--- config.mk ---
export PLATFORM = sky130hd
export DESIGN_NAME = bit_parallel_edit_distance_two_lane_core
export DESIGN_NICKNAME = d
export VERILOG_FILES = /design/src/hdl/ed2l_pkg.sv /design/src/hdl/ed2l_qstore.sv /design/src/hdl/ed2l_lane.sv /design/src/hdl/ed2l_merge.sv /design/src/hdl/bit_parallel_edit_distance_two_lane_core.sv
export SDC_FILE = /design/constraint.sdc
export NUM_CORES = 2
export LEC_CHECK = 0
export ABC_AREA = 0
export BUFFER_PORTS_ARGS = -buffer_cell sky130_fd_sc_hd__buf_2
export CAP_MARGIN = 20
export CORE_UTILIZATION = 40
export CTS_CLUSTER_DIAMETER = 30
export CTS_CLUSTER_SIZE = 16
export DETAILED_ROUTE_END_ITERATION = 7
export SETUP_SLACK_MARGIN = 0.2
export SLEW_MARGIN = 30
export SYNTH_ARGS = -nofsm -noshare
export SYNTH_HDL_FRONTEND = slang
export SYNTH_SLANG_ARGS = --single-unit
export TNS_END_PERCENT = 50
--- constraint.sdc ---
create_clock -name clk -period 15.2 [get_ports clk]
set_clock_uncertainty 0.2 [all_clocks]
set_input_delay 0.76 -clock clk [delete_from_list [all_inputs] [get_ports clk]]
set_output_delay 0.76 -clock clk [all_outputs]
set_load 0.05 [all_outputs]
--- src/hdl/ed2l_pkg.sv ---
`timescale 1ns / 1ps

package ed2l_pkg;

  // Fixed field widths
  localparam int MODE_W   = 2;
  localparam int QIDX_W   = 6;
  localparam int LETTER_W = 5;
  localparam int LEN_W    = 16;
  localparam int QLEN_W   = 7;

  // Request modes
  localparam logic [MODE_W-1:0] MODE_LOAD  = 2'd0;
  localparam logic [MODE_W-1:0] MODE_BEGIN = 2'd1;
  localparam logic [MODE_W-1:0] MODE_STEP  = 2'd2;

  typedef struct packed {
    logic [MODE_W-1:0]   mode;
    logic [QIDX_W-1:0]   query_index;
    logic [LETTER_W-1:0] query_letter;
    logic [LEN_W-1:0]    dict_length_a;
    logic [LEN_W-1:0]    dict_length_b;
    logic [LETTER_W-1:0] dict_letter_a;
    logic [LETTER_W-1:0] dict_letter_b;
  } item_t;

  typedef struct packed {
    logic [LEN_W-1:0] distance_a;
    logic [LEN_W-1:0] distance_b;
  } result_t;

  // Per-lane control from the sequencer
  typedef struct packed {
    logic start;
    logic step;
  } lane_ctl_t;

endpackage

--- src/hdl/ed2l_qstore.sv ---
`timescale 1ns / 1ps

module ed2l_qstore #(
  parameter int QUERY_MAX     = 64,
  parameter int ALPHABET_SIZE = 26
) (
  input  logic                          clk,
  input  logic                          wr_en,
  input  logic [ed2l_pkg::QIDX_W-1:0]   wr_index,
  input  logic [ed2l_pkg::LETTER_W-1:0] wr_letter,
  input  logic [ed2l_pkg::QLEN_W-1:0]   qlen,
  input  logic [ed2l_pkg::LETTER_W-1:0] letter_a,
  input  logic [ed2l_pkg::LETTER_W-1:0] letter_b,
  output logic [QUERY_MAX-1:0]          mask_a,
  output logic [QUERY_MAX-1:0]          mask_b
);

  // One register per query position, each compared at its own bit
  logic [ed2l_pkg::LETTER_W-1:0] letters [QUERY_MAX];
  logic                          ok_a;
  logic                          ok_b;

  always_ff @(posedge clk) begin
    if (wr_en && (32'(wr_index) < QUERY_MAX)) begin
      letters[wr_index] <= wr_letter;
    end
  end

  // Codes outside the alphabet match nothing
  assign ok_a = 32'(letter_a) < ALPHABET_SIZE;
  assign ok_b = 32'(letter_b) < ALPHABET_SIZE;

  // Match masks, limited to the live query length
  always_comb begin
    for (int i = 0; i < QUERY_MAX; i++) begin
      mask_a[i] = ok_a && (i < 32'(qlen)) && (letters[i] == letter_a);
      mask_b[i] = ok_b && (i < 32'(qlen)) && (letters[i] == letter_b);
    end
  end

endmodule

--- src/hdl/ed2l_lane.sv ---
`timescale 1ns / 1ps

module ed2l_lane #(
  parameter int QUERY_MAX = 64
) (
  input  logic                        clk,
  input  logic                        rst,
  input  ed2l_pkg::lane_ctl_t         ctl,
  input  logic [ed2l_pkg::LEN_W-1:0]  length_in,
  input  logic [ed2l_pkg::LEN_W-1:0]  position,
  input  logic [ed2l_pkg::QLEN_W-1:0] qlen,
  input  logic [QUERY_MAX-1:0]        mask,
  output logic [ed2l_pkg::LEN_W-1:0]  length,
  output logic [ed2l_pkg::LEN_W-1:0]  score_next
);

  localparam int IW = (QUERY_MAX > 1) ? $clog2(QUERY_MAX) : 1;

  logic [QUERY_MAX-1:0]       vp;
  logic [QUERY_MAX-1:0]       vn;
  logic [ed2l_pkg::LEN_W-1:0] score;
  logic [QUERY_MAX-1:0]       x;
  logic [QUERY_MAX-1:0]       d0;
  logic [QUERY_MAX-1:0]       hn;
  logic [QUERY_MAX-1:0]       hp;
  logic [QUERY_MAX-1:0]       y;
  logic [QUERY_MAX-1:0]       vp_next;
  logic [QUERY_MAX-1:0]       vn_next;
  logic [IW-1:0]              top;
  logic                       active;

  // Myers column update
  assign x       = mask | vn;
  assign d0      = (((vp & x) + vp) ^ vp) | x;
  assign hn      = vp & d0;
  assign hp      = vn | ~(vp | d0);
  assign y       = (hp << 1) | QUERY_MAX'(1);
  assign vn_next = y & d0;
  assign vp_next = (hn << 1) | ~(y | d0);

  // Score follows the horizontal delta at the top query bit
  assign top    = IW'(qlen - 7'd1);
  assign active = position < length;

  always_comb begin
    score_next = score;
    if (ctl.step && active) begin
      if (qlen == '0) begin
        score_next = score + 16'd1;
      end else if (hp[top]) begin
        score_next = score + 16'd1;
      end else if (hn[top]) begin
        score_next = score - 16'd1;
      end
    end
    if (ctl.start) begin
      score_next = ed2l_pkg::LEN_W'(qlen);
    end
  end

  always_ff @(posedge clk) begin
    if (rst) begin
      vp     <= '1;
      vn     <= '0;
      score  <= '0;
      length <= '0;
    end else begin
      score <= score_next;
      if (ctl.start) begin
        vp     <= '1;
        vn     <= '0;
        length <= length_in;
      end else if (ctl.step) begin
        vp <= vp_next;
        vn <= vn_next;
      end
    end
  end

endmodule

--- src/hdl/ed2l_merge.sv ---
`timescale 1ns / 1ps

module ed2l_merge (
  input  logic                       clk,
  input  logic                       rst,
  input  logic                       res_valid,
  input  logic [ed2l_pkg::LEN_W-1:0] score_a,
  input  logic [ed2l_pkg::LEN_W-1:0] score_b,
  input  logic                       result_stall,
  output logic                       result_valid,
  output ed2l_pkg::result_t          result,
  output logic                       item_stall
);

  ed2l_pkg::result_t res;
  ed2l_pkg::result_t skid;
  logic              skid_valid;
  logic              take;

  // Combine the two lane scores into one result
  assign res.distance_a = score_a;
  assign res.distance_b = score_b;

  assign take       = result_valid && !result_stall;
  assign item_stall = skid_valid;

  // Output register with one skid entry behind it
  always_ff @(posedge clk) begin
    if (rst) begin
      result_valid <= 1'b0;
      skid_valid   <= 1'b0;
    end else if (skid_valid) begin
      if (take) begin
        result     <= skid;
        skid_valid <= 1'b0;
      end
    end else if (res_valid) begin
      if (!result_valid || take) begin
        result       <= res;
        result_valid <= 1'b1;
      end else begin
        skid       <= res;
        skid_valid <= 1'b1;
      end
    end else if (take) begin
      result_valid <= 1'b0;
    end
  end

endmodule

--- src/hdl/bit_parallel_edit_distance_two_lane_core.sv ---
`timescale 1ns / 1ps
// Channel  | Direction | Handshake              | Payload
// item     | in        | item_valid / item_stall | ed2l_pkg::item_t
// result   | out       | result_valid / result_stall | ed2l_pkg::result_t
// cfg      | in        | cfg_valid / cfg_ready  | query_length (7 bits)
//
// One request may be accepted each clock while item_stall is low. A step runs
// one QUERY_MAX-bit add per lane, which sets the clock period.
// A result is registered and appears the cycle after the request that ends it,
// unless a stalled result holds the output register; it then waits in the skid.
// rst is synchronous: vp vectors all ones, vn vectors, scores, lengths, position and
// query_length cleared; the query letter store holds no reset.
// item_stall rises only when both the output register and its skid entry hold
// results; cfg_ready is always high.

module bit_parallel_edit_distance_two_lane_core #(
  parameter int QUERY_MAX     = 64,
  parameter int ALPHABET_SIZE = 26
) (
  input  logic                          clk,
  input  logic                          rst,
  input  logic                          item_valid,
  output logic                          item_stall,
  input  ed2l_pkg::item_t               item,
  output logic                          result_valid,
  input  logic                          result_stall,
  output ed2l_pkg::result_t             result,
  input  logic                          cfg_valid,
  output logic                          cfg_ready,
  input  logic [ed2l_pkg::QLEN_W-1:0]   cfg_data
);

  logic [ed2l_pkg::QLEN_W-1:0] query_length;
  logic [ed2l_pkg::QLEN_W-1:0] qlen;
  logic [ed2l_pkg::LEN_W-1:0]  position;
  logic [ed2l_pkg::LEN_W-1:0]  position_next;
  logic [ed2l_pkg::LEN_W-1:0]  length_a;
  logic [ed2l_pkg::LEN_W-1:0]  length_b;
  logic [ed2l_pkg::LEN_W-1:0]  longest;
  logic [ed2l_pkg::LEN_W-1:0]  score_a;
  logic [ed2l_pkg::LEN_W-1:0]  score_b;
  logic [QUERY_MAX-1:0]        mask_a;
  logic [QUERY_MAX-1:0]        mask_b;
  logic                        accept;
  logic                        step_go;
  logic                        begin_go;
  logic                        res_valid;
  ed2l_pkg::lane_ctl_t         ctl;

  // Configuration register
  assign cfg_ready = 1'b1;

  always_ff @(posedge clk) begin
    if (rst) begin
      query_length <= '0;
    end else if (cfg_valid && cfg_ready) begin
      query_length <= cfg_data;
    end
  end

  // Effective query length, capped at the store depth
  assign qlen = (32'(query_length) > QUERY_MAX) ? ed2l_pkg::QLEN_W'(QUERY_MAX)
                                                : query_length;

  // Request decode
  assign accept   = item_valid && !item_stall;
  assign longest  = (length_a > length_b) ? length_a : length_b;
  assign begin_go = accept && (item.mode == ed2l_pkg::MODE_BEGIN);
  assign step_go  = accept && (item.mode == ed2l_pkg::MODE_STEP) && (position < longest);
  assign position_next = position + 16'd1;

  assign ctl.start = begin_go;
  assign ctl.step  = step_go;

  assign res_valid = (begin_go && (item.dict_length_a == '0) && (item.dict_length_b == '0))
                  || (step_go && (position_next == longest));

  // Position counter
  always_ff @(posedge clk) begin
    if (rst) begin
      position <= '0;
    end else if (begin_go) begin
      position <= '0;
    end else if (step_go) begin
      position <= position_next;
    end
  end

  ed2l_qstore #(
    .QUERY_MAX    (QUERY_MAX),
    .ALPHABET_SIZE(ALPHABET_SIZE)
  ) u_qstore (
    .clk      (clk),
    .wr_en    (accept && (item.mode == ed2l_pkg::MODE_LOAD)),
    .wr_index (item.query_index),
    .wr_letter(item.query_letter),
    .qlen     (qlen),
    .letter_a (item.dict_letter_a),
    .letter_b (item.dict_letter_b),
    .mask_a   (mask_a),
    .mask_b   (mask_b)
  );

  ed2l_lane #(
    .QUERY_MAX(QUERY_MAX)
  ) u_lane_a (
    .clk       (clk),
    .rst       (rst),
    .ctl       (ctl),
    .length_in (item.dict_length_a),
    .position  (position),
    .qlen      (qlen),
    .mask      (mask_a),
    .length    (length_a),
    .score_next(score_a)
  );

  ed2l_lane #(
    .QUERY_MAX(QUERY_MAX)
  ) u_lane_b (
    .clk       (clk),
    .rst       (rst),
    .ctl       (ctl),
    .length_in (item.dict_length_b),
    .position  (position),
    .qlen      (qlen),
    .mask      (mask_b),
    .length    (length_b),
    .score_next(score_b)
  );

  ed2l_merge u_merge (
    .clk         (clk),
    .rst         (rst),
    .res_valid   (res_valid),
    .score_a     (score_a),
    .score_b     (score_b),
    .result_stall(result_stall),
    .result_valid(result_valid),
    .result      (result),
    .item_stall  (item_stall)
  );

  // Position never runs past the longer word
  a_pos_bound: assert property (@(posedge clk) disable iff (rst) position <= longest)
    else $error("position beyond longest length");

  // Input is held back only while a result is waiting
  a_stall_holds_result: assert property (@(posedge clk) disable iff (rst)
    item_stall |-> result_valid)
    else $error("stall with no pending result");

  // A finishing step leaves the position at the longer length
  a_finish_pos: assert property (@(posedge clk) disable iff (rst)
    (step_go && res_valid) |=> (position == longest))
    else $error("finishing step left position off the end");

  // After any result is produced, result_valid is high on the next cycle
  a_result_out: assert property (@(posedge clk) disable iff (rst)
    res_valid |=> result_valid)
    else $error("result lost");

endmodule

# ---- After elaboration in Yosys (flattened, before gate mapping)
# Memory sizes are Yosys's and may differ from the RTL's.
# Index checks and enable logic that the tools add are counted.
dict set report classes {
  multipliers 0
  n_eq_ne 133
  div 0
  n_shift 0
  addsub 8
  magnitude_cmp 72
  reduce_logical 283
  bitwise 27
  muxes 33
}
# cell count
set ops {}
lappend ops {{64-bit OR} 12}
lappend ops {{5-bit equality test} 128}
lappend ops {{64-bit AND} 6}
lappend ops {{1-bit logical AND} 267}
lappend ops {{64-bit inverter} 4}
lappend ops {{6-bit by 7-bit less-than comparator with 1-bit output (first input constant)} 32}
lappend ops {{16-bit two-way mux} 11}
lappend ops {{64-bit adder} 2}
lappend ops {{32-bit two-way mux} 4}
lappend ops {{64-bit bitwise XOR} 2}
lappend ops {{5-bit by 7-bit less-than comparator with 1-bit output (first input constant)} 16}
lappend ops {{4-bit by 7-bit less-than comparator with 1-bit output (first input constant)} 8}
lappend ops {{16-bit by 1-bit adder with 16-bit output (second input constant)} 3}
lappend ops {{16-bit less-than comparator} 3}
lappend ops {{16-bit zero test} 2}
lappend ops {{16-bit by 1-bit subtractor with 16-bit output (second input constant)} 2}
lappend ops {{3-bit by 7-bit less-than comparator with 1-bit output (first input constant)} 4}
lappend ops {{1-bit binary-select mux with 6-bit select} 4}
lappend ops {{16-bit equality test} 1}
lappend ops {{16-bit > comparator} 1}
lappend ops {{1-bit by 7-bit less-than comparator with 1-bit output (first input constant)} 2}
lappend ops {{2-bit by 7-bit less-than comparator with 1-bit output (first input constant)} 2}
lappend ops {{1-bit two-way mux} 13}
lappend ops {{5-bit less-than comparator (second input constant)} 2}
lappend ops {{17 further kinds} 25}
dict set report totals {
  memories 1
  mem_bits_rw 320
  elab_cells 573
  regBits 409
  romBits 0
  out_inout_bits 35
  latch_bits 0
}
# name words width rd rd_ports_with_merged_regs write_ports line_no
set memory_table {}
lappend memory_table {u_qstore.letters 64 5 64 0 1 ed2l_qstore.sv:19} ;# logic [ed2l_pkg::LETTER_W-1:0] letters [QUERY_MAX];

# ---- Logic depth before layout (Yosys ltp)
dict set report logic_depth {
  ltp_word 22
  depth_mapped 37
  mapped_depth_nobuf 33
}

# ---- Modules after synthesis
# From an unflattened synthesis, not the netlist that was laid out.
dict set report unflattened {
  cells_unflattened 6417
  area_unflattened_um2 53975.5
}
# module n_inst cells_per_inst seq_area_each_um2 area_per_inst_um2
set by_module_without_submodules {}
lappend by_module_without_submodules {ed2l_lane 2 2184 3203.1 15089.5}
lappend by_module_without_submodules {ed2l_qstore 1 1596 9609.2 18665.4}
lappend by_module_without_submodules {bit_parallel_edit_distance_two_lane_core 1 341 460.4 2701.3}
lappend by_module_without_submodules {ed2l_merge 1 112 1961.9 2429.8}

# ---- Worst setup path after synthesis
# Ideal clock, no wire load.
dict set report synth_timing {
  path_kind {flip-flop to flip-flop}
  start {register u_lane_b.length[1] in the netlist's numbering}
  end {register u_merge.result[0] (netlist name)}
  path_stages_with_launch 33
  path_slack_ns 6.546
  n_path_buf 2
  t_required_ns 14.526
  t_arrival_ns 7.980
  path_cell_list {dfxtp_1 > inv_1 > ha_1 > nor2b_1 > o21a_1 > o21a_1 > o21a_1 > o21a_1 > o21a_1 > o21a_1 > o21ai_0 > a21boi_0 > o21ai_0 > a22oi_1 > buf_1 > clkbuf_1 > mux2i_1 > ha_1 > o21a_1 > o21a_1 > o21a_1 > o21a_1 > o21a_1 > o21a_1 > o21a_1 > o21ai_0 > a21oi_1 > o21ai_0 > nand3_1 > nor2_1 > nand4_1 > o41a_1 > a221oi_1}
}
dict set report synth_via {
  elab_chain_cells 8
  elab_cells_between_ends 9
  cone_classes {order compare: 2; eq/ne: 1; mux: 1; reduce/logical: 5}
}
# item line_no
set synth_lines {}
lappend synth_lines {{from (decl)} ed2l_lane.sv:13} ;# output logic [ed2l_pkg::LEN_W-1:0] length,
lappend synth_lines {{from (signal assigned)} ed2l_lane.sv:72} ;# length <= length_in;
lappend synth_lines {{16-bit > comparator} bit_parallel_edit_distance_two_lane_core.sv:67} ;# assign longest = (length_a > length_b) ? length_a : length_b;
lappend synth_lines {{16-bit two-way mux *} bit_parallel_edit_distance_two_lane_core.sv:67}
lappend synth_lines {{16-bit less-than comparator} bit_parallel_edit_distance_two_lane_core.sv:69} ;# assign step_go = accept && (item.mode == ed2l_pkg::MODE_STEP) && (position < longest);
lappend synth_lines {{1-bit logical AND} bit_parallel_edit_distance_two_lane_core.sv:69}
lappend synth_lines {{1-bit logical AND *} bit_parallel_edit_distance_two_lane_core.sv:76} ;# || (step_go && (position_next == longest));
lappend synth_lines {{1-bit logical OR *} bit_parallel_edit_distance_two_lane_core.sv:76}
lappend synth_lines {{2-bit nonzero test (no line) *} --}
lappend synth_lines {{4-bit AND reduction (no line) *} --}
# Mark *: on every way between the ends. The rest lies on a longest branch, timed or not.
# A chain may end at the register's enable or synchronous reset.

# ---- Worst setup path after layout
dict set report layout_timing {
  start {register query_length[6] in the netlist's numbering}
  end {register u_merge.result[15] (netlist name)}
}
dict set report layout_via {
  elab_chain_cells 22
  elab_cells_between_ends 217
  cone_classes {add/sub: 2; order compare: 65; mux: 13; bitwise: 8; reduce/logical: 129}
}
# item line_no
set layout_lines {}
lappend layout_lines {{from (decl)} bit_parallel_edit_distance_two_lane_core.sv:33} ;# logic [ed2l_pkg::QLEN_W-1:0] query_length;
lappend layout_lines {{from (signal assigned)} bit_parallel_edit_distance_two_lane_core.sv:57} ;# query_length <= cfg_data;
lappend layout_lines {{7-bit > comparator} bit_parallel_edit_distance_two_lane_core.sv:62} ;# assign qlen = (32'(query_length) > QUERY_MAX) ? ed2l_pkg::QLEN_W'(QUERY_MAX)
lappend layout_lines {{7-bit two-way mux *} bit_parallel_edit_distance_two_lane_core.sv:62}
lappend layout_lines {{1-bit by 7-bit less-than comparator with 1-bit output, or another cell as far along} ed2l_qstore.sv:37} ;# mask_b[i] = ok_b && (i < 32'(qlen)) && (letters[i] == letter_b);
lappend layout_lines {{1-bit logical AND (2 in series)} ed2l_qstore.sv:37}
lappend layout_lines {{64-bit OR} ed2l_lane.sv:33} ;# assign x = mask | vn;
lappend layout_lines {{64-bit AND} ed2l_lane.sv:34} ;# assign d0 = (((vp & x) + vp) ^ vp) | x;
lappend layout_lines {{64-bit adder} ed2l_lane.sv:34}
lappend layout_lines {{64-bit bitwise XOR} ed2l_lane.sv:34}
lappend layout_lines {{[5 not listed]} --}
lappend layout_lines {{1-bit two-way mux (not written as such)} ed2l_lane.sv:50} ;# end else if (hp[top]) begin
lappend layout_lines {{16-bit two-way mux} ed2l_lane.sv:50}
lappend layout_lines {{16-bit two-way mux *} ed2l_lane.sv:48} ;# if (qlen == '0) begin
lappend layout_lines {{16-bit two-way mux *} ed2l_lane.sv:47} ;# if (ctl.step && active) begin
lappend layout_lines {{16-bit two-way mux *} ed2l_lane.sv:56} ;# if (ctl.start) begin
lappend layout_lines {{32-bit two-way mux *} ed2l_merge.sv:38} ;# if (!result_valid || take) begin
lappend layout_lines {{32-bit two-way mux *} ed2l_merge.sv:37} ;# end else if (res_valid) begin
lappend layout_lines {{32-bit two-way mux *} ed2l_merge.sv:32} ;# end else if (skid_valid) begin
# Mark *: on every way between the ends. The rest lies on a longest branch, timed or not. The select of a mux whose other input is x is not followed.

==> flow_metrics.tcl <==
set metrics [dict create \
    die_h_um 373 \
    synthesis.area_sq_um 55100 \
    rsz0062_at_grt "false" \
    cts_resized 0 \
    place.gp.congestion 1.08 \
    cts_num_sinks 728 \
    pin_count 102 \
    start_util 0.405 \
    fmax_mhz 110 \
    drtIter0Drc 8147 \
    ys.flop_type "edfxtp_1" \
    path_class "reg -> reg" \
    rrSetupSlack_ns 6.12 \
    hold_end "u_lane_b.length[10]" \
    cp-start-kind "flop" \
    ir_drop_mv 0.125 \
    area_growth_pct 17.6 \
    synthCells 6599 \
    grt_pass1_wl_um 406000 \
    clk_pin_slew_ns 0.05 \
    whs_ns 0.0363 \
    drc_errors 0 \
    io_buffers 100 \
    crit_required_ns 15.51 \
    antenna_found_initial 14 \
    leakagePower_uw 0.0252 \
    grt_max_degree 116 \
    syn_nets 6737 \
    clk_path_buf_depth 3 \
    fill_cells 13000 \
    postCtsHoldBufs 30 \
    ys_warn_count 0 \
    grt_overflow 0 \
    synthTopCellsByArea "edfxtp_1 (21%), dfxtp_1 (13%), xor2_1 (7.3%)" \
    route.detailed.wl_per_inst_um 34.0 \
    slowest_stage "a21boi_2" \
    timing.setup.tns_ns 0 \
    postCtsSetupRepairBufs 0 \
    status "finished, final reports clean" \
    slew_viol_final 0 \
    critPathMaxStageDelay_ns 0.83 \
    r2r_end "u_merge.result[15]" \
    ys_seq_area_frac 0.335 \
    setup_violations 0 \
    layout_common_cells "nand2_1 (667), nor2_1 (667), xor2_1 (460)" \
    wl_um 293000 \
    grt_usage 0.405 \
    whs_path_depth 3 \
    synth-seq-cells 728 \
    slew_headroom 0.178 \
    tightest_slew_ns 1.23 \
    synthArstFlopShare 0 \
    avgSynthCellArea_sq_um 8.34 \
    critPathCaptureType "flop" \
    synth_largest_area_cell "edfxtp_1" \
    die_w_um 373 \
    path_cells "buf_4 -> buf_4 -> nor2b_1 -> o21ai_1 -> a221oi_2 -> o21ai_0 -> a21oi_1 -> nor2_1 -> o211ai_2 -> o21ai_1 -> a31oi_1 -> a311o_1 -> o21ai_0 -> o311ai_0 -> a21boi_2 -> nand2_1 -> o32ai_1 -> xnor2_1 -> o21ai_1" \
    grt_pass1_vias 52800 \
    fin_crit_sh 0.597 \
    cap_violations 0 \
    cp_common_cell "o21ai_1" \
    fin_nets 6797 \
    numCtsBuffers 194 \
    hpwl_um 222000 \
    hold_path_class "in -> reg" \
    cts_max_level 4 \
    r2r_cells 19 \
    critPathArrivalTime_ns 9.39 \
    crit_fanout 23 \
    row_count 135 \
    cts_root_buffer "clkbuf_16" \
    hold_start "item[20]" \
    synth_edf_count 384 \
    timing.rr.start "query_length[6]" \
    regArea_sq_um 18400 \
    insertion_delay_ns 0.84 \
    num_vias 57400 \
    netlist.area_leader.share 0.209 \
    hold_viol 0 \
    multiInputGateArea_sq_um 34200 \
    fin_crit_ns 9.08 \
    dieArea_sq_um 139000 \
    via_per_inst 6.66 \
    synth_cell_types 127 \
    ant_nets 0 \
    drive_gt1_frac 0.126 \
    powerDensity_nw_per_um2 133 \
    firstDrtPassIters 7 \
    fp.coreArea_sq_um 136000 \
    cts_tree "built" \
]
==> flip-flops by register name, indices dropped and copies added, names as in the netlist <==
register	count
u_lane_a.vp	63
u_merge.result_valid	1
u_lane_a.vn	64
u_lane_b.score	16
u_lane_a.length	16
u_merge.skid	32
query_length	7
position	16
u_merge.result	32
u_lane_b.length	16
u_lane_b.vp	64
u_lane_b.vn	64
u_lane_a.score	16
u_qstore.letters	320
u_merge.item_stall	1
==> Yosys cell counts (all sizes together) (43+ instances only) <==
master / n
nor4: 113
a21oi: 403
o31ai: 49
a31oi: 112
a311oi: 45
nand4: 134
o21a: 51
dfxtp: 344
and3: 72
nand3: 186
and2: 51
o311ai: 68
a211oi: 110
a41oi: 43
nand2b: 48
o21ai: 279
clkbuf: 274
or3: 70
a21o: 59
buf: 147
o211ai: 198
a31o: 45
xnor2: 191
nor2: 679
edfxtp: 384
nor3: 214
maj3: 56
nand2: 668
ha: 71
or2: 53
xor2: 460
inv: 203
==> cell type report <==
type,instances,area share
Multi-Input combinational cell,5247,0.529
Sequential cell,728,0.284
Clock buffer,229,0.0801
Tap cell,1781,0.0344
Timing Repair Buffer,285,0.0321
Clock inverter,137,0.0282
Inverter,203,0.0118
Antenna cell,8,0.000309
==> routing by layer <==
metal	vias to the layer above	routed length [um]	GRT usage
li1	25000	-	-
met1	28200	120000	0.538
met2	3637	121000	0.585
met3	589	37900	0.144
met4	6	14500	0.182
met5	-	44	0
==> power breakdown <==
group	leakage [uW]	internal (uW)	switching, uW	total (uW)
logic	0.0156	593	1500	2090
clock network	0.00338	2960	1390	4350
registers	0.00630	2110	83.8	2190
==> cell families (layout without fill, tap and decap cells) <==
group,Yosys count,count (layout),synth area share
simple gates,2521,2521,0.227
compound gates,1899,1899,0.245
flops,728,728,0.335
xor+xnor,651,651,0.104
buf+inv,624,854,0.0533
fa+ha+maj,127,127,0.0263
mux,48,48,0.0100
other cells,1,9,0.0000681
==> worst max-delay path by stage <==
| stage | endpoint | start | slack, ns |
|---|---|---|---|
| global route | u_merge.skid[20] | query_length[6] | 5.89 |
| global placement | u_merge.result[26] | item[6] | 5.89 |
| finish | u_merge.result[15] | query_length[6] | 6.12 |
| CTS | u_merge.skid[20] | query_length[6] | 6.16 |
| floorplan | u_merge.result[0] | u_lane_b.length[1] | 6.55 |
| detailed placement | u_merge.result[26] | item[6] | 5.88 |
==> worst max-delay path, delay by kind of cell (launching register included) <==
kind / cells / cell delay (ns)
compound gates: 13 / 6.07
simple gates: 3 / 1.28
buf+inv: 2 / 0.57
flops: 1 / 0.31
xor+xnor: 1 / 0.21
==> metrics by stage <==
step	total power, uW	cells	instance area [sq um]	utilization	worst slack [ns]
after floorplan	3410	6599	55100	-	6.55
after global placement	4230	8211	57100	0.420	5.89
after detailed placement	4220	8211	57300	0.421	5.88
after CTS	8570	8607	64600	0.475	6.16
after global routing	8840	8612	64800	0.476	5.89
final	8640	8618	64800	0.476	6.12
Note: power is estimated with default switching activity, not from simulation.
